### src/rtl/wmda_pkg.sv
package wmda_pkg;

  // Register file layout
  localparam int CFG_IDX_W  = 2;
  localparam int CFG_DATA_W = 17;

  localparam logic [CFG_IDX_W-1:0] CFG_WINDOW_LEN = 2'd0;
  localparam logic [CFG_IDX_W-1:0] CFG_WARN_THR   = 2'd1;
  localparam logic [CFG_IDX_W-1:0] CFG_ALARM_THR  = 2'd2;

  // Field widths fixed by the register map and result format
  localparam int WLEN_W   = 7;
  localparam int THR_W    = 17;
  localparam int METRIC_W = 17;

  localparam logic [WLEN_W-1:0] WLEN_RST = 7'd16;
  localparam logic [THR_W-1:0]  THR_RST  = 17'h1FFFF;

  // Divider status towards the controller
  typedef struct packed {
    logic busy;
    logic done;
  } div_stat_t;

endpackage

### src/rtl/wmda_if.sv
// Sample channel
interface wmda_in_if #(
  parameter int SAMPLE_BITS = 16
);
  logic                   valid;
  logic                   ready;
  logic [SAMPLE_BITS-1:0] sample;

  modport source (output valid, output sample, input ready);
  modport sink   (input valid, input sample, output ready);
endinterface

// Result channel
interface wmda_out_if import wmda_pkg::*; ();
  logic                valid;
  logic                ready;
  logic                warning;
  logic                alarm;
  logic [METRIC_W-1:0] metric;

  modport source (output valid, output warning, output alarm, output metric, input ready);
  modport sink   (input valid, input warning, input alarm, input metric, output ready);
endinterface

### src/rtl/window_mean_deviation_alarm.sv
// Flow: after a sample transfer, a read pass over the sample RAM sums the last n samples
//   (n being the effective window length) and a bit-serial division yields the mean; a second
//   pass and division yield the mean absolute deviation; the result then goes to the output
//   register. The next sample is taken only once the result is in the output register, so an
//   output stall holds off new samples.
// Reset (synchronous, rst_n low): ring treated as all zeros via a fill count, write pointer 0,
//   window_len 16, both thresholds 131071, no result pending.
module window_mean_deviation_alarm import wmda_pkg::*; #(
  parameter int WINDOW_MAX  = 64,
  parameter int SAMPLE_BITS = 16
) (
  input  logic                  clk,
  input  logic                  rst_n,
  input  logic                  cfg_we,
  input  logic [CFG_IDX_W-1:0]  cfg_idx,
  input  logic [CFG_DATA_W-1:0] cfg_wdata,
  wmda_in_if.sink               in_ch,
  wmda_out_if.source            out_ch
);

  localparam int ADDR_W = $clog2(WINDOW_MAX);
  localparam int CLG_W  = $clog2(WINDOW_MAX + 1);
  localparam int LEN_W  = (CLG_W > WLEN_W) ? CLG_W : WLEN_W;
  localparam int SUM_W  = SAMPLE_BITS + CLG_W;
  localparam int MX_W   = (SAMPLE_BITS + 1 > METRIC_W) ? SAMPLE_BITS + 1 : METRIC_W;

  localparam logic [2:0] ST_IDLE = 3'd0;
  localparam logic [2:0] ST_SUM  = 3'd1;
  localparam logic [2:0] ST_DIV1 = 3'd2;
  localparam logic [2:0] ST_DEV  = 3'd3;
  localparam logic [2:0] ST_DIV2 = 3'd4;
  localparam logic [2:0] ST_OUT  = 3'd5;

  // Configuration
  logic [WLEN_W-1:0] window_len_r;
  logic [THR_W-1:0]  warn_thr_r;
  logic [THR_W-1:0]  alarm_thr_r;

  always_ff @(posedge clk) begin
    if (!rst_n) begin
      window_len_r <= WLEN_RST;
      warn_thr_r   <= THR_RST;
      alarm_thr_r  <= THR_RST;
    end else if (cfg_we) begin
      case (cfg_idx)
        CFG_WINDOW_LEN: window_len_r <= cfg_wdata[WLEN_W-1:0];
        CFG_WARN_THR:   warn_thr_r   <= cfg_wdata[THR_W-1:0];
        CFG_ALARM_THR:  alarm_thr_r  <= cfg_wdata[THR_W-1:0];
        default: ;
      endcase
    end
  end

  // Control and datapath state
  logic [2:0]             state_r;
  logic [ADDR_W-1:0]      wp_r;
  logic [ADDR_W-1:0]      wp_nxt;
  logic [LEN_W-1:0]       fill_r;
  logic [ADDR_W-1:0]      newest_r;
  logic [ADDR_W-1:0]      rd_ptr_r;
  logic [ADDR_W-1:0]      rd_ptr_nxt;
  logic [LEN_W-1:0]       n_r;
  logic [LEN_W-1:0]       n_nxt;
  logic [LEN_W-1:0]       issue_k_r;
  logic                   pend_r;
  logic                   pend_ok_r;
  logic [SUM_W-1:0]       acc_r;
  logic [SAMPLE_BITS-1:0] mean_r;
  logic [SAMPLE_BITS-1:0] dev_r;
  logic                   out_valid_r;
  logic                   warning_r;
  logic                   alarm_r;
  logic [METRIC_W-1:0]    metric_r;

  logic                   in_xfer;
  logic                   in_pass;
  logic                   issue;
  logic                   pass_done;
  logic                   out_load;
  logic [SAMPLE_BITS-1:0] rd_data;
  logic [SAMPLE_BITS-1:0] smp;
  logic [SAMPLE_BITS-1:0] absdiff;
  logic [SUM_W-1:0]       add_val;
  logic [SAMPLE_BITS:0]   md_sum;
  logic [MX_W-1:0]        md_wide;
  logic [METRIC_W-1:0]    metric_nxt;
  logic [LEN_W-1:0]       wlen_ext;

  div_stat_t              div_st;
  logic                   div_start;
  logic [SUM_W-1:0]       div_quo;

  assign in_ch.ready = (state_r == ST_IDLE);
  assign in_xfer     = in_ch.valid && in_ch.ready;

  // Ring pointers wrap at the window depth
  assign wp_nxt     = (wp_r == ADDR_W'(WINDOW_MAX - 1)) ? '0 : wp_r + ADDR_W'(1);
  assign rd_ptr_nxt = (rd_ptr_r == '0) ? ADDR_W'(WINDOW_MAX - 1) : rd_ptr_r - ADDR_W'(1);

  // Effective window length: zero reads as one, saturate at the ring depth
  always_comb begin
    wlen_ext = LEN_W'(window_len_r);
    if (wlen_ext == '0) begin
      n_nxt = LEN_W'(1);
    end else if (wlen_ext > LEN_W'(WINDOW_MAX)) begin
      n_nxt = LEN_W'(WINDOW_MAX);
    end else begin
      n_nxt = wlen_ext;
    end
  end

  // Pass sequencing: one read issued per cycle, data arriving in the cycle after its read
  assign in_pass   = (state_r == ST_SUM) || (state_r == ST_DEV);
  assign issue     = in_pass && (issue_k_r < n_r);
  assign pass_done = in_pass && !issue && !pend_r;
  assign div_start = pass_done;

  // Entries never written since reset read as zero
  assign smp     = pend_ok_r ? rd_data : '0;
  assign absdiff = (smp >= mean_r) ? smp - mean_r : mean_r - smp;
  assign add_val = (state_r == ST_SUM) ? SUM_W'(smp) : SUM_W'(absdiff);

  // Metric and output load
  assign md_sum     = {1'b0, mean_r} + {1'b0, dev_r};
  assign md_wide    = MX_W'(md_sum);
  assign metric_nxt = md_wide[METRIC_W-1:0];
  assign out_load   = (state_r == ST_OUT) && (!out_valid_r || out_ch.ready);

  always_ff @(posedge clk) begin
    if (!rst_n) begin
      state_r     <= ST_IDLE;
      wp_r        <= '0;
      fill_r      <= '0;
      pend_r      <= 1'b0;
      pend_ok_r   <= 1'b0;
      issue_k_r   <= '0;
      n_r         <= LEN_W'(1);
      out_valid_r <= 1'b0;
    end else begin
      // Output register
      if (out_load) begin
        out_valid_r <= 1'b1;
      end else if (out_ch.ready) begin
        out_valid_r <= 1'b0;
      end

      // Read pipeline tracking
      if (in_pass) begin
        pend_r    <= issue;
        pend_ok_r <= issue_k_r < fill_r;
        if (issue) begin
          rd_ptr_r  <= rd_ptr_nxt;
          issue_k_r <= issue_k_r + LEN_W'(1);
        end
        if (pend_r) begin
          acc_r <= acc_r + add_val;
        end
      end

      case (state_r)
        ST_IDLE: begin
          if (in_xfer) begin
            wp_r      <= wp_nxt;
            fill_r    <= (fill_r == LEN_W'(WINDOW_MAX)) ? fill_r : fill_r + LEN_W'(1);
            newest_r  <= wp_r;
            rd_ptr_r  <= wp_r;
            n_r       <= n_nxt;
            issue_k_r <= '0;
            acc_r     <= '0;
            state_r   <= ST_SUM;
          end
        end
        ST_SUM: begin
          if (pass_done) begin
            state_r <= ST_DIV1;
          end
        end
        ST_DIV1: begin
          if (div_st.done) begin
            mean_r    <= div_quo[SAMPLE_BITS-1:0];
            rd_ptr_r  <= newest_r;
            issue_k_r <= '0;
            acc_r     <= '0;
            state_r   <= ST_DEV;
          end
        end
        ST_DEV: begin
          if (pass_done) begin
            state_r <= ST_DIV2;
          end
        end
        ST_DIV2: begin
          if (div_st.done) begin
            dev_r   <= div_quo[SAMPLE_BITS-1:0];
            state_r <= ST_OUT;
          end
        end
        ST_OUT: begin
          if (out_load) begin
            warning_r <= metric_nxt >= warn_thr_r;
            alarm_r   <= metric_nxt >= alarm_thr_r;
            metric_r  <= metric_nxt;
            state_r   <= ST_IDLE;
          end
        end
        default: begin
          state_r <= ST_IDLE;
        end
      endcase
    end
  end

  // Sample ring
  wmda_ram #(
    .WIDTH (SAMPLE_BITS),
    .DEPTH (WINDOW_MAX)
  ) u_ring (
    .clk   (clk),
    .we    (in_xfer),
    .waddr (wp_r),
    .wdata (in_ch.sample),
    .re    (issue),
    .raddr (rd_ptr_r),
    .rdata (rd_data)
  );

  // Shared divider for the mean and the deviation
  wmda_div #(
    .DVD_W (SUM_W),
    .DVS_W (LEN_W)
  ) u_div (
    .clk      (clk),
    .rst_n    (rst_n),
    .start    (div_start),
    .dividend (acc_r),
    .divisor  (n_r),
    .stat     (div_st),
    .quotient (div_quo)
  );

  assign out_ch.valid   = out_valid_r;
  assign out_ch.warning = warning_r;
  assign out_ch.alarm   = alarm_r;
  assign out_ch.metric  = metric_r;

  // Checks
  assert property (@(posedge clk) disable iff (!rst_n)
    fill_r <= LEN_W'(WINDOW_MAX))
    else $error("fill count beyond ring depth");

  assert property (@(posedge clk) disable iff (!rst_n)
    (state_r != ST_IDLE) |-> (n_r != '0) && (n_r <= LEN_W'(WINDOW_MAX)) && (issue_k_r <= n_r))
    else $error("window length or read count out of range");

  assert property (@(posedge clk) disable iff (!rst_n)
    div_st.done |-> (state_r == ST_DIV1) || (state_r == ST_DIV2))
    else $error("divider finished outside a divide state");

  assert property (@(posedge clk) disable iff (!rst_n)
    div_start |-> !div_st.busy)
    else $error("divider restarted while busy");

  assert property (@(posedge clk) disable iff (!rst_n)
    $rose(out_valid_r) |-> $past(state_r) == ST_OUT)
    else $error("result presented without a completed computation");

endmodule

### src/rtl/wmda_ram.sv
// Simple dual-port RAM, one write and one registered read port
module wmda_ram #(
  parameter int WIDTH = 16,
  parameter int DEPTH = 64
) (
  input  logic                     clk,
  input  logic                     we,
  input  logic [$clog2(DEPTH)-1:0] waddr,
  input  logic [WIDTH-1:0]         wdata,
  input  logic                     re,
  input  logic [$clog2(DEPTH)-1:0] raddr,
  output logic [WIDTH-1:0]         rdata
);

  logic [WIDTH-1:0] mem [DEPTH];

  always_ff @(posedge clk) begin
    if (we) begin
      mem[waddr] <= wdata;
    end
    if (re) begin
      rdata <= mem[raddr];
    end
  end

endmodule

### src/rtl/wmda_div.sv
// Restoring divider, one quotient bit per cycle
module wmda_div import wmda_pkg::*; #(
  parameter int DVD_W = 23,
  parameter int DVS_W = 7
) (
  input  logic             clk,
  input  logic             rst_n,
  input  logic             start,
  input  logic [DVD_W-1:0] dividend,
  input  logic [DVS_W-1:0] divisor,
  output div_stat_t        stat,
  output logic [DVD_W-1:0] quotient
);

  localparam int CNT_W = $clog2(DVD_W + 1);

  logic             busy_r;
  logic             done_r;
  logic [CNT_W-1:0] cnt_r;
  logic [DVS_W-1:0] rem_r;
  logic [DVD_W-1:0] quo_r;
  logic [DVS_W-1:0] dvs_r;

  logic [DVS_W:0] trial;
  logic [DVS_W:0] diff;
  logic           fits;

  // Trial subtract of the divisor from the shifted partial remainder
  always_comb begin
    trial = {rem_r, quo_r[DVD_W-1]};
    diff  = trial - {1'b0, dvs_r};
    fits  = trial >= {1'b0, dvs_r};
  end

  // Control
  always_ff @(posedge clk) begin
    if (!rst_n) begin
      busy_r <= 1'b0;
      done_r <= 1'b0;
      cnt_r  <= '0;
    end else begin
      done_r <= 1'b0;
      if (start) begin
        busy_r <= 1'b1;
        cnt_r  <= CNT_W'(DVD_W);
      end else if (busy_r) begin
        cnt_r <= cnt_r - 1'b1;
        if (cnt_r == CNT_W'(1)) begin
          busy_r <= 1'b0;
          done_r <= 1'b1;
        end
      end
    end
  end

  // Datapath: dividend bits shift out at the top, quotient bits in at the bottom
  always_ff @(posedge clk) begin
    if (start) begin
      quo_r <= dividend;
      rem_r <= '0;
      dvs_r <= divisor;
    end else if (busy_r) begin
      rem_r <= fits ? diff[DVS_W-1:0] : trial[DVS_W-1:0];
      quo_r <= {quo_r[DVD_W-2:0], fits};
    end
  end

  assign stat.busy = busy_r;
  assign stat.done = done_r;
  assign quotient  = quo_r;

endmodule

### src/flat_wrapper.sv
// flat-port wrapper written by rule: the top's interface ports become plain ports
module window_mean_deviation_alarm_flat import wmda_pkg::*;
#(
  parameter int WINDOW_MAX  = 64,
  parameter int SAMPLE_BITS = 16
)
  (clk, rst_n, cfg_we, cfg_idx, cfg_wdata, in_ch_valid, in_ch_sample, in_ch_ready, out_ch_valid, out_ch_warning, out_ch_alarm, out_ch_metric, out_ch_ready);
  wmda_in_if #(.SAMPLE_BITS(SAMPLE_BITS)) in_ch_i ();
  wmda_out_if out_ch_i ();
  input  logic clk;
  input  logic rst_n;
  input  logic cfg_we;
  input  logic [CFG_IDX_W-1:0] cfg_idx;
  input  logic [CFG_DATA_W-1:0] cfg_wdata;
  input wire logic [$bits(in_ch_i.valid)-1:0] in_ch_valid;
  input wire logic [$bits(in_ch_i.sample)-1:0] in_ch_sample;
  output wire logic [$bits(in_ch_i.ready)-1:0] in_ch_ready;
  output wire logic [$bits(out_ch_i.valid)-1:0] out_ch_valid;
  output wire logic [$bits(out_ch_i.warning)-1:0] out_ch_warning;
  output wire logic [$bits(out_ch_i.alarm)-1:0] out_ch_alarm;
  output wire logic [$bits(out_ch_i.metric)-1:0] out_ch_metric;
  input wire logic [$bits(out_ch_i.ready)-1:0] out_ch_ready;
  assign in_ch_i.valid = in_ch_valid;
  assign in_ch_i.sample = in_ch_sample;
  assign in_ch_ready = in_ch_i.ready;
  assign out_ch_valid = out_ch_i.valid;
  assign out_ch_warning = out_ch_i.warning;
  assign out_ch_alarm = out_ch_i.alarm;
  assign out_ch_metric = out_ch_i.metric;
  assign out_ch_i.ready = out_ch_ready;
  window_mean_deviation_alarm #(.WINDOW_MAX(WINDOW_MAX), .SAMPLE_BITS(SAMPLE_BITS)) u_core (.clk(clk), .rst_n(rst_n), .cfg_we(cfg_we), .cfg_idx(cfg_idx), .cfg_wdata(cfg_wdata), .in_ch(in_ch_i), .out_ch(out_ch_i));
endmodule
### config.mk
export PLATFORM = sky130hd
export DESIGN_NAME = window_mean_deviation_alarm_flat
export DESIGN_NICKNAME = d
export VERILOG_FILES = /design/src/rtl/wmda_pkg.sv /design/src/rtl/wmda_if.sv /design/src/rtl/window_mean_deviation_alarm.sv /design/src/rtl/wmda_ram.sv /design/src/rtl/wmda_div.sv /design/src/flat_wrapper.sv
export SDC_FILE = /design/constraint.sdc
export NUM_CORES = 1
export LEC_CHECK = 0
export ABC_AREA = 1
export BUFFER_PORTS_ARGS = -buffer_cell sky130_fd_sc_hd__buf_2
export CORE_MARGIN = 10
export CORE_UTILIZATION = 56
export CTS_CLUSTER_SIZE = 14
export DETAILED_ROUTE_END_ITERATION = 8
export HOLD_SLACK_MARGIN = 0.15
export PLACE_DENSITY = 0.72
export SYNTH_ARGS = -nofsm -noshare
export SYNTH_HDL_FRONTEND = slang
export SYNTH_SLANG_ARGS = --single-unit
### constraint.sdc
create_clock -name clk -period 4.9 [get_ports clk]
set_input_delay 0.98 -clock clk [delete_from_list [all_inputs] [get_ports clk]]
set_output_delay 0.98 -clock clk [all_outputs]
set_load 0.03 [all_outputs]
# == Word level (Yosys, flattened, before mapping) ==
# Memory sizes are Yosys's and may differ from the RTL's. A register that Yosys moved wholly into a read port is not among the register bits.
# Index checks and enable logic that the tools add are counted.
# Widths: inputs -> output; s select.
# op_classes
n_eq_ne,16
order_cmp,7
mux,42
bitwise,3
n_addsub,10
n_reduce_logical,28
# op_table
op,count
$mux 23,6
$mux 7,7
$mux 16,3
$pmux 23 s2,1
$mux 6,6
$ge 17x17->1,2
$sub 16x16->16,2
$add 23x23->23,1
$mux 3,6
$pmux 3 s6,1
$add 16x16->17,1
$ge 16x16->1,1
$reduce_and 3->1,5
$add 7x1->7 const B,2
$lt 7x7->1,2
$pmux 7 s2,1
$pmux 6 s2,1
$mux 5,2
$ge 8x7->1,1
$mux 1,8
$reduce_and 2->1,4
$eq 7x7->1 const B,1
$gt 7x7->1 const B,1
$logic_not 7->1,1
other kinds (24),40
# word_totals
out_inout_bits,21
elab_cells,133
mem_bits_rw,1024
reg_bits,204
memories,1
inputBits,40
# memory_table
memory,depth,width,read_ports,rd_ports_with_merged_regs,wr,line_no,rtl
u_core.u_ring.mem,64,16,1,1,1,wmda_ram.sv:15,logic [WIDTH-1:0] mem [DEPTH];

# == Depth between registers and ports, before layout ==
# Gate-level depths: netlist of run 1.
# logic_depth
ltp_word,9
ltp_mapped,32
mapped_depth_nobuf,30

# == By module ==
# Synthesis of run 1 repeated with hierarchy kept, for this count alone.
# hier_totals
cells_unflattened,5284
area_unflattened_um2,55914.9
# by_module_without_submodules
mod,cells_per_inst,n_inst,area_per_inst_um2,seq_area_each_um2
wmda_ram,3517,1,42259.3,31230.0
window_mean_deviation_alarm,1503,1,11388.4,4063.9
wmda_div,264,1,2267.2,1181.1

# == Worst setup path before layout of run 1 ==
# OpenSTA, ideal clock, no wires.
# synth_timing
path_type,register to register
startpoint,reg u_core.pend_ok_r
endpoint,reg u_core.acc_r[16] (data pin)
slack_ps,1151
setup_time_ps,270
required_time_ps,4630
n_path_buf,3
arrival_ps,3478
period_less_slack_ps,3749
path_stages_with_launch,32
cell_sequence,dfxtp_1 > buf_2 > buf_1 > nand2_1 > ha_1 > clkbuf_2 > nand2_1 > inv_1 > nand2_1 > nand2_1 > nand2_1 > nand3_1 > nand2_2 > nand2_2 > nand2_1 > nand2_1 > nand2_1 > nand2_1 > inv_1 > fa_1 > inv_1 > nand3_1 > nand2_1 > nand3_1 > nand2_1 > nand2_1 > nand2_1 > nand2_1 > nand2_1 > nand2_1 > nand2_1 > a21oi_1
# synth_between
elab_chain_len,9
elab_cells_between_ends,12
cone_classes,3 x add/sub; 1 x order compare; 8 x mux
# synth_lines
item,line_no,rtl
start: declaration,window_mean_deviation_alarm.sv:66,logic pend_ok_r;
start signal: assignment,window_mean_deviation_alarm.sv:150,pend_ok_r <= issue_k_r < fill_r;
$mux 16 *,window_mean_deviation_alarm.sv:119,assign smp = pend_ok_r ? rd_data : '0;
$sub 16x16->16 or $ge 16x16->1 (tied branches),window_mean_deviation_alarm.sv:120,assign absdiff = (smp >= mean_r) ? smp - mean_r : mean_r - smp;
$mux 16,window_mean_deviation_alarm.sv:120,
$mux 16 *,window_mean_deviation_alarm.sv:121,assign add_val = (state_r == ST_SUM) ? SUM_W'(smp) : SUM_W'(absdiff);
$add 23x23->23 *,window_mean_deviation_alarm.sv:156,acc_r <= acc_r + add_val;
$mux 23 *,window_mean_deviation_alarm.sv:155,if (pend_r) begin
$mux 23 *,window_mean_deviation_alarm.sv:148,if (in_pass) begin
"$mux 23, on equally long branches","window_mean_deviation_alarm.sv:179, window_mean_deviation_alarm.sv:162",
$pmux 23 s2 *,window_mean_deviation_alarm.sv:160,case (state_r)
end signal: assignment,window_mean_deviation_alarm.sv:156,
end: declaration,window_mean_deviation_alarm.sv:67,logic [SUM_W-1:0] acc_r;
# Every way passes the cells marked *; elsewhere a longest branch is shown, timed or not.
# A chain may end at the register's enable or synchronous reset.

# == Worst setup path after layout of run 1 ==
# Same ends and word-level chain as after synthesis.

==> results of run 1 <==
[power groups by stage]
stage	Combinational (mW)	Sequential, mW	Clock [mW]
2_1_floorplan	7.99	12.7	0
3_3_place_gp	11.3	12.9	0
3_5_place_dp	11.5	12.9	0
4_1_cts	11.5	12.7	9.84
5_1_grt	12.9	12.7	10.3
6_report	11.7	12.7	9.73
[path summary, 6_finish.rpt]
| kind | startpoint | endpoint | slack [ps] | depth (start not counted) |
|---|---|---|---|---|
| setup reg to reg | u_core.pend_ok_r | u_core.acc_r[16] | 520 | 28 |
| hold / removal | u_core.n_r[6] | u_core.u_div.dvs_r[6] | 450 | 0 |
| hold reg to reg | u_core.n_r[6] | u_core.u_div.dvs_r[6] | 450 | 0 |
| setup / recovery | u_core.pend_ok_r | u_core.acc_r[16] | 520 | 28 |
[cells in the final DEF (no fill, tap or decap), types with 8 or more instances in the layout]
cell type     n
o221ai_1     16
clkinv_2     18
nand3_1     238
o211ai_1    153
nand2_1     652
nor3_1       18
clkbuf_16   133
inv_6         8
ha_1        124
nor2_1      780
o21ai_1      38
nor4_1        9
clkbuf_1     30
nand4_1      47
buf_4       125
xnor2_1      13
edfxtp_1   1156
xor2_1       33
buf_2        60
a21oi_1     182
inv_1       256
buf_12       11
dfxtp_1      88
o21ai_0     546
bufinv_16    13
clkinv_1     28
o22ai_1     123
[metrics by stage]
step	util	hold slack (ps)	power, mW
2_1_floorplan	-	408.2	20.70
3_3_place_gp	0.5803	416.7	24.15
3_5_place_dp	0.5803	426.6	24.34
4_1_cts	0.6239	444.6	34.04
5_1_grt	0.6239	460.8	35.86
6_report	0.6239	447.6	34.12
[cell families after synthesis]
kind of cell,after synthesis
AO/OA/AOI/OAI,1085
XOR/XNOR,46
adder cells (fa/ha/maj),128
buffers and inverters,523
flip-flops,1244
AND/OR/NAND/NOR,1777
[metal layers]
| metal | wire [um] | track usage | up-vias |
|---|---|---|---|
| li1 | - | - | 17300 |
| met1 | 58030 | 0.3592 | 18120 |
| met2 | 63770 | 0.3857 | 1737 |
| met3 | 12900 | 0.04278 | 261 |
| met4 | 3922 | 0.07806 | 6 |
| met5 | 40 | 0 | - |
[repair_timing]
action	4_1_cts	5_1_grt
setup endpoints to repair	0	1
resized for setup	0	1
buffers inserted	0	0
[state kept, by name, indices dropped and copies added, names as in the netlist, 16 cells and up]
name                   flops
u_core.acc_r              23
u_core.mean_r             16
u_core.u_div.quotient     23
u_core.out_ch.metric      17
u_core.u_ring.rdata       16
u_core.warn_thr_r         17
u_core.alarm_thr_r        17
u_core.dev_r              16
u_core.u_ring.mem       1024
[cell type report]
class	count	share of cell area
clock buffer	163	0.05719
timing repair buffer	196	0.02425
sequential	1244	0.6063
multi-input combinational	3036	0.2563
clock inverter	74	0.01267
tap	1276	0.02654
inverter	264	0.01678
[worst max-delay path: cells and delay by family, from the launching register on]
kind,cells,cell delay (ps)
simple gates,20,2290
buf+inv,5,490
flops,1,380
compound gates,1,60
fa+ha+maj,2,860
[synthesized netlist by cell type, drive strengths merged]
master   instances  share of area
a211oi           4        0.00055
a21o             2        0.00028
a21oi          183          0.017
a221oi           1        0.00016
a31oi            5        0.00058
and2             1        0.00012
and3             3        0.00035
buf            142          0.017
clkbuf         117         0.0082
clkinv           1       0.000069
dfxtp           88          0.032
edfxtp        1156           0.64
fa               4         0.0015
ha             124          0.029
inv            263          0.018
nand2          657          0.046
nand3          238          0.022
nand3b           5        0.00069
nand4           47         0.0054
nor2           790          0.055
nor3            22         0.0022
nor3b            2        0.00028
nor4            10         0.0013
o2111ai          3        0.00048
o211ai         155          0.022
o21ai          585          0.054
o21bai           6        0.00090
o221ai          16         0.0026
o22ai          123          0.014
o31ai            2        0.00028
or2              2        0.00023
xnor2           13         0.0021
xor2            33         0.0053
==> impl_metrics.csv, run 1 <==
group,metric,value,unit
sta,max_clock_freq,0.2284,GHz
routing,drcViolationCount,0,
clock_tree,cts_tree,"done",
die,die_w,331.1,um
global_routing,antenna_found_initial,3,
sta,tightest_slew,1188,ps
clock_tree,cts_hold_buffers,0,
sta,relSlewSlack,0.2069,
yosys,yosysSeqAreaShare,0.6728,
final_layout,final_cells,6253,
die,rows,114,
worst_setup_path,required,5340,ps
worst_setup_path,cpMostUsedCell,"nand2_1",
final_layout,nNetsFinal,5040,
power,intPower,21.33,mW
die,num_io_pins,61,
clock_tree,cts_buffers,130,
yosys,syn_area,54210,sq um
yosys,synth_mux_area_frac,0,
worst_setup_path,critical_path_class,"flop to flop",
routing,drtIter0Drc,4700,
clock_tree,clkLatencyLatePin,730,ps
final_layout,area_growth,10.97,%
global_routing,grt_pass1_vias,34880,
die,coreArea,96420,sq um
power,pwr-share-clk,0.285,
worst_setup_path,worstPathMaxFanout,17,
power,p_sw_frac,0.3749,
power,combPwrFrac,0.344,
final_layout,multi_input_area,15420,sq um
worst_setup_path,cp-start-kind,"flop",
yosys,synth_simple_gate_area_share,0.1336,
power,p_leak,21.60,nW
yosys,synth_cells,4803,
sta,tns,0,ps
clock_tree,h-tree-depth,4,
final_layout,drive_gt1_frac,0.08238,
routing,drtPass1Iterations,6,
die,die_h,331.1,um
worst_setup_path,crit_arrival,4820,ps
outcome,outcome,"finished clean",
final_layout,stdcell_area,60160,sq um
yosys,synth_adder_area_share,0.03010,
worst_setup_path,cp_slowest_stage_delay,450,ps
global_routing,grt_pass1_wl,209.0,mm
yosys,ys_ff_latch,1244,
sta,fin_ws,521.9,ps
global_routing,overflow,0,
clock_tree,clk_pin_slew,60,ps
yosys,synthXorXnorAreaFrac,0.007432,
sta,hold_viol_final,0,
power,power.share.sequential,0.371,
sta,clock_skew,25.82,ps
place,gp_congestion,0.9308,
routing,vias,37430,
yosys,yosysUniqueCellTypes,50,
yosys,synth_top_family_by_area,"simple AND/OR/NAND/NOR gates",
place,pre_cts_ws,530.5,ps
power,ir_drop,626.1,uV
routing,routed_wl,138.7,mm
sta,min_period_over_period,0.8935,
global_routing,grt_use_total,0.2492,
routing,ant_nets,0,
final_layout,final-seq-area,36480,sq um
clock_tree,root_buffer,"clkbuf_16",
sta,rsz0062_at_grt,"no",
final_layout,nFillCells,7402,
yosys,synth_warnings,0,
clock_tree,cts.path.max_buffers,3,
yosys,synth.net_count,4971,
worst_setup_path,crit_slowest_cell,"ha_1",
worst_hold_path,hold_path.class,"flop to flop",
power,switchingPower,12.79,mW
clock_tree,cts_sinks,1244,
final_layout,antenna-diode-count,0,
place,io_buffers,60,
power,pwr_density_cell,567.1,nW/um^2
sta,setup_viol,0,
place,place_hpwl,82.26,mm
routing,avgViaCountPerCell,5.986,
sta,min_period,4378,ps
sta,final_max_slew_viol_count,0,
yosys,synth_compound_area_frac,0.1127,
worst_setup_path,end_kind,"flop",
place,dpl_cell_area,55950,sq um
place,dpl.cell_count,6016,
die,die_area,109700,sq um
global_routing,grt_max_degree,174,
yosys,synth.avg_cell_area,11.29,sq um
routing,wl_per_cell,22.18,um
job,drv_cap,0,
die,start_util,0.5622,
Note: power is estimated with default switching activity, not from simulation.
==> inputs of run 2 (changes only) <==
--- a/config.mk
+++ b/config.mk
@@ -5,13 +5,14 @@
 export SDC_FILE = /design/constraint.sdc
 export NUM_CORES = 1
 export LEC_CHECK = 0
-export ABC_AREA = 1
+export ABC_AREA = 0
 export BUFFER_PORTS_ARGS = -buffer_cell sky130_fd_sc_hd__buf_2
 export CORE_MARGIN = 10
 export CORE_UTILIZATION = 56
 export CTS_CLUSTER_SIZE = 14
 export DETAILED_ROUTE_END_ITERATION = 8
 export HOLD_SLACK_MARGIN = 0.15
+export MAX_ROUTING_LAYER = met4
 export PLACE_DENSITY = 0.72
 export SYNTH_ARGS = -nofsm -noshare
 export SYNTH_HDL_FRONTEND = slang
==> run 2 against run 1 <==
Core utilization grew 1.2 points. Hold slack gained 27 ps. Clock-buffer cell count shrank 19. Sequential share of layout area grew 1.8 points. Sequential cell count is the same. Clock power shrank 12%. Critical endpoint is now u_core.acc_r[13]. Area after synthesis shrank 4.1%. Highest routed layer is now met4. Cell count shrank 29%.
==> impl_metrics.csv, run 2 <==
group,metric,value,unit
outcome,outcome,"finished clean",
worst_setup_path,required,5280,ps
yosys,ys_ff_latch,1244,
clock_tree,clk_pin_slew,60,ps
sta,min_period_over_period,0.9637,
place,gp_congestion,0.8810,
final_layout,nNetsFinal,3239,
place,place_hpwl,72.91,mm
worst_hold_path,hold_path.class,"flop to flop",
final_layout,max_flop_register,"u_core.u_ring.mem",
yosys,syn_area,51990,sq um
global_routing,grt_max_degree,66,
worst_setup_path,path_delay_family,"compound AO/OA/AOI/OAI gates",
power,intPower,18.03,mW
power,switchingPower,5.942,mW
die,start_util,0.5655,
final_layout,drive_gt1_frac,0.2427,
worst_setup_path,cp_num_buf_inv,4,
worst_setup_path,critical_path_class,"flop to flop",
power,finalPower,23.97,mW
die,die_w,324.7,um
worst_setup_path,end_kind,"flop",
sta,relSlewSlack,0.1048,
final_layout,nFillCells,6263,
yosys,synth_edf_count,1156,
die,die_h,324.7,um
power,power.share.sequential,0.500,
global_routing,antenna_found_initial,3,
global_routing,grt_pass1_vias,27800,
routing,ant_nets,0,
worst_setup_path,crit_slowest_cell,"dfxtp_4",
yosys,yosysMostFrequentCell,"edfxtp_1",
clock_tree,cts_tree,"done",
worst_setup_path,cp-start-kind,"flop",
routing,routed_wl,119.4,mm
routing,wl_per_cell,27.08,um
die,rows,111,
clock_tree,cts.path.max_buffers,3,
yosys,synthArstFlopShare,0,
worst_setup_path,worstPathCellList,"buf_12 -> nand2_2 -> ha_4 -> ha_2 -> a21o_1 -> o21ai_1 -> a211o_1 -> a221oi_4 -> buf_6 -> buf_12 -> nand2b_1 -> o31ai_2 -> xor2_1 -> a21oi_2 -> ha_1 -> and3_4 -> a221o_1 -> a21oi_2 -> buf_4 -> o21ai_0 -> nor2_1 -> xor2_1 -> o21ai_0",
power,p_sw_frac,0.2479,
routing,drtPass1Iterations,6,
die,num_io_pins,61,
clock_tree,root_buffer,"clkbuf_16",
sta,clock_skew,65.43,ps
global_routing,grt_pass1_wl,180.6,mm
job,drv_cap,0,
final_layout,final_common_cell,"edfxtp_1",
routing,avgViaCountPerCell,6.226,
clock_tree,h-tree-depth,3,
power,combPwrFrac,0.143,
final_layout,final_cell_mix,"edfxtp_1, mux4_2, nand2_1",
final_layout,utilization,0.6360,
power,p_leak,19.62,nW
routing,drcViolationCount,0,
sta,hold_viol_final,0,
global_routing,grt_use_total,0.2321,
power,pwr_density_cell,409.9,nW/um^2
yosys,ys.flop_type,"edfxtp_1",
sta,setup_viol,0,
power,ir_drop,326.1,uV
yosys,synth_cells,2889,
final_layout,antenna-diode-count,0,
routing,vias,27460,
yosys,synth_area_leaders,"edfxtp_1, mux4_2, dfxtp_1, ha_1, nand2_1",
yosys,synth.avg_cell_area,18.00,sq um
yosys,synth.net_count,3057,
yosys,synth_top_area_cell,"edfxtp_1",
power,pwr-share-clk,0.356,
final_layout,largest_reg_flops,1024,
yosys,synth_top_area_share,0.6676,
clock_tree,cts_sinks,1244,
worst_setup_path,cp_slowest_stage_delay,380,ps
clock_tree,cts_buffers,118,
worst_setup_path,worstPathMaxFanout,11,
final_layout,area_growth,12.47,%
sta,final_max_slew_viol_count,0,
die,coreArea,91940,sq um
place,io_buffers,60,
worst_setup_path,crit_arrival,5100,ps
sta,tightest_slew,1343,ps
clock_tree,cts_hold_buffers,0,
clock_tree,clkLatencyLatePin,720,ps
global_routing,overflow,0,
die,die_area,105400,sq um
yosys,synth_warnings,0,
yosys,yosysUniqueCellTypes,75,
yosys,yosysSeqAreaShare,0.7015,
sta,min_period,4722,ps
sta,max_clock_freq,0.2118,GHz
routing,drtIter0Drc,2947,
yosys,synth_common_cells,"edfxtp_1, mux4_2, nand2_1, nor2_1, ha_1",
-- run 2: cell types whose count changed in the layout (fill, tap and decap cells not counted), sizes merged, moves of 79 or more --
cell	before	now
o21ai	585	52
a21oi	183	104
nand3	238	40
nand2	657	198
o22ai	123	1
inv	271	114
nor2	790	140
o211ai	155	42
mux4	0	336
-- run 2: cell type report --
cell class / instances / area (sq um) / area share
Inverter: 110 / 412.9 / 0.007061
Multi-Input combinational cell: 1390 / 14770 / 0.2526
Clock inverter: 73 / 584.3 / 0.009992
Clock buffer: 144 / 3050 / 0.05217
Timing Repair Buffer: 207 / 1623 / 0.02775
Tap cell: 1243 / 1555 / 0.02660
Sequential cell: 1244 / 36480 / 0.6238
-- run 2: repair_timing --
action / in CTS / in global routing
resized for setup: 13 / 48
setup buffers: 2 / 17
gates cloned: 1 / 1
pin swaps: 7 / 24
setup endpoints to repair: 8 / 16
-- run 2: worst paths after layout --
| check | end | slack (ps) | startpoint | cells past startpoint |
|---|---|---|---|---|
| worst max register to register | u_core.acc_r[13] | 180 | u_core.pend_ok_r | 23 |
| worst min-delay path | u_core.u_div.dvs_r[2] | 470 | u_core.n_r[2] | 0 |
| worst max-delay path | u_core.acc_r[13] | 180 | u_core.pend_ok_r | 23 |
| worst min register to register | u_core.u_div.dvs_r[2] | 470 | u_core.n_r[2] | 0 |
-- run 2: power by group through the flow --
stage                     registers [mW]  logic (mW)  clock network (mW)
after detailed placement            12.2        3.30                   0
after global routing                12.0        3.69                9.15
after floorplan                     12.1        2.27                   0
after CTS                           12.0        3.36                8.69
after global placement              12.2        3.23                   0
final                               12.0        3.44                8.54
-- run 2: kinds of logic (layout without fill, tap and decap cells) --
kind of cell | after synthesis | after routing | synth area share
adders and majority gates | 128 | 128 | 0.03138
muxes | 364 | 364 | 0.1510
DFF | 1244 | 1244 | 0.7015
xor gates and xnor gates | 60 | 60 | 0.01011
AOI/OAI and AO/OA | 314 | 314 | 0.03937
and+or+nand+nor | 524 | 524 | 0.04649
buffers and inverters | 255 | 534 | 0.02012
-- run 2: through the flow --
step | cells | setup WS, ps | TNS (ps) | area (sq um) | hold slack, ps
2_1_floorplan | 2889 | 43.78 | 0 | 52010 | 406.4
3_3_place_gp | 4173 | -8.583 | -16.68 | 54350 | 457.0
3_5_place_dp | 4173 | -141.4 | -760.8 | 54350 | 454.1
4_1_cts | 4393 | 9.254 | 0 | 58110 | 470.1
5_1_grt | 4411 | -32.65 | -90.38 | 58480 | 478.6
6_report | 4411 | 177.8 | 0 | 58480 | 475.0
-- run 2: layer usage --
metal,part of all wire,wire length (um),global-route usage
met1,0.41,48430,0.3105
met2,0.49,58620,0.3656
met3,0.068,8093,0.03710
met4,0.036,4288,0.07695
met5,0,0,-
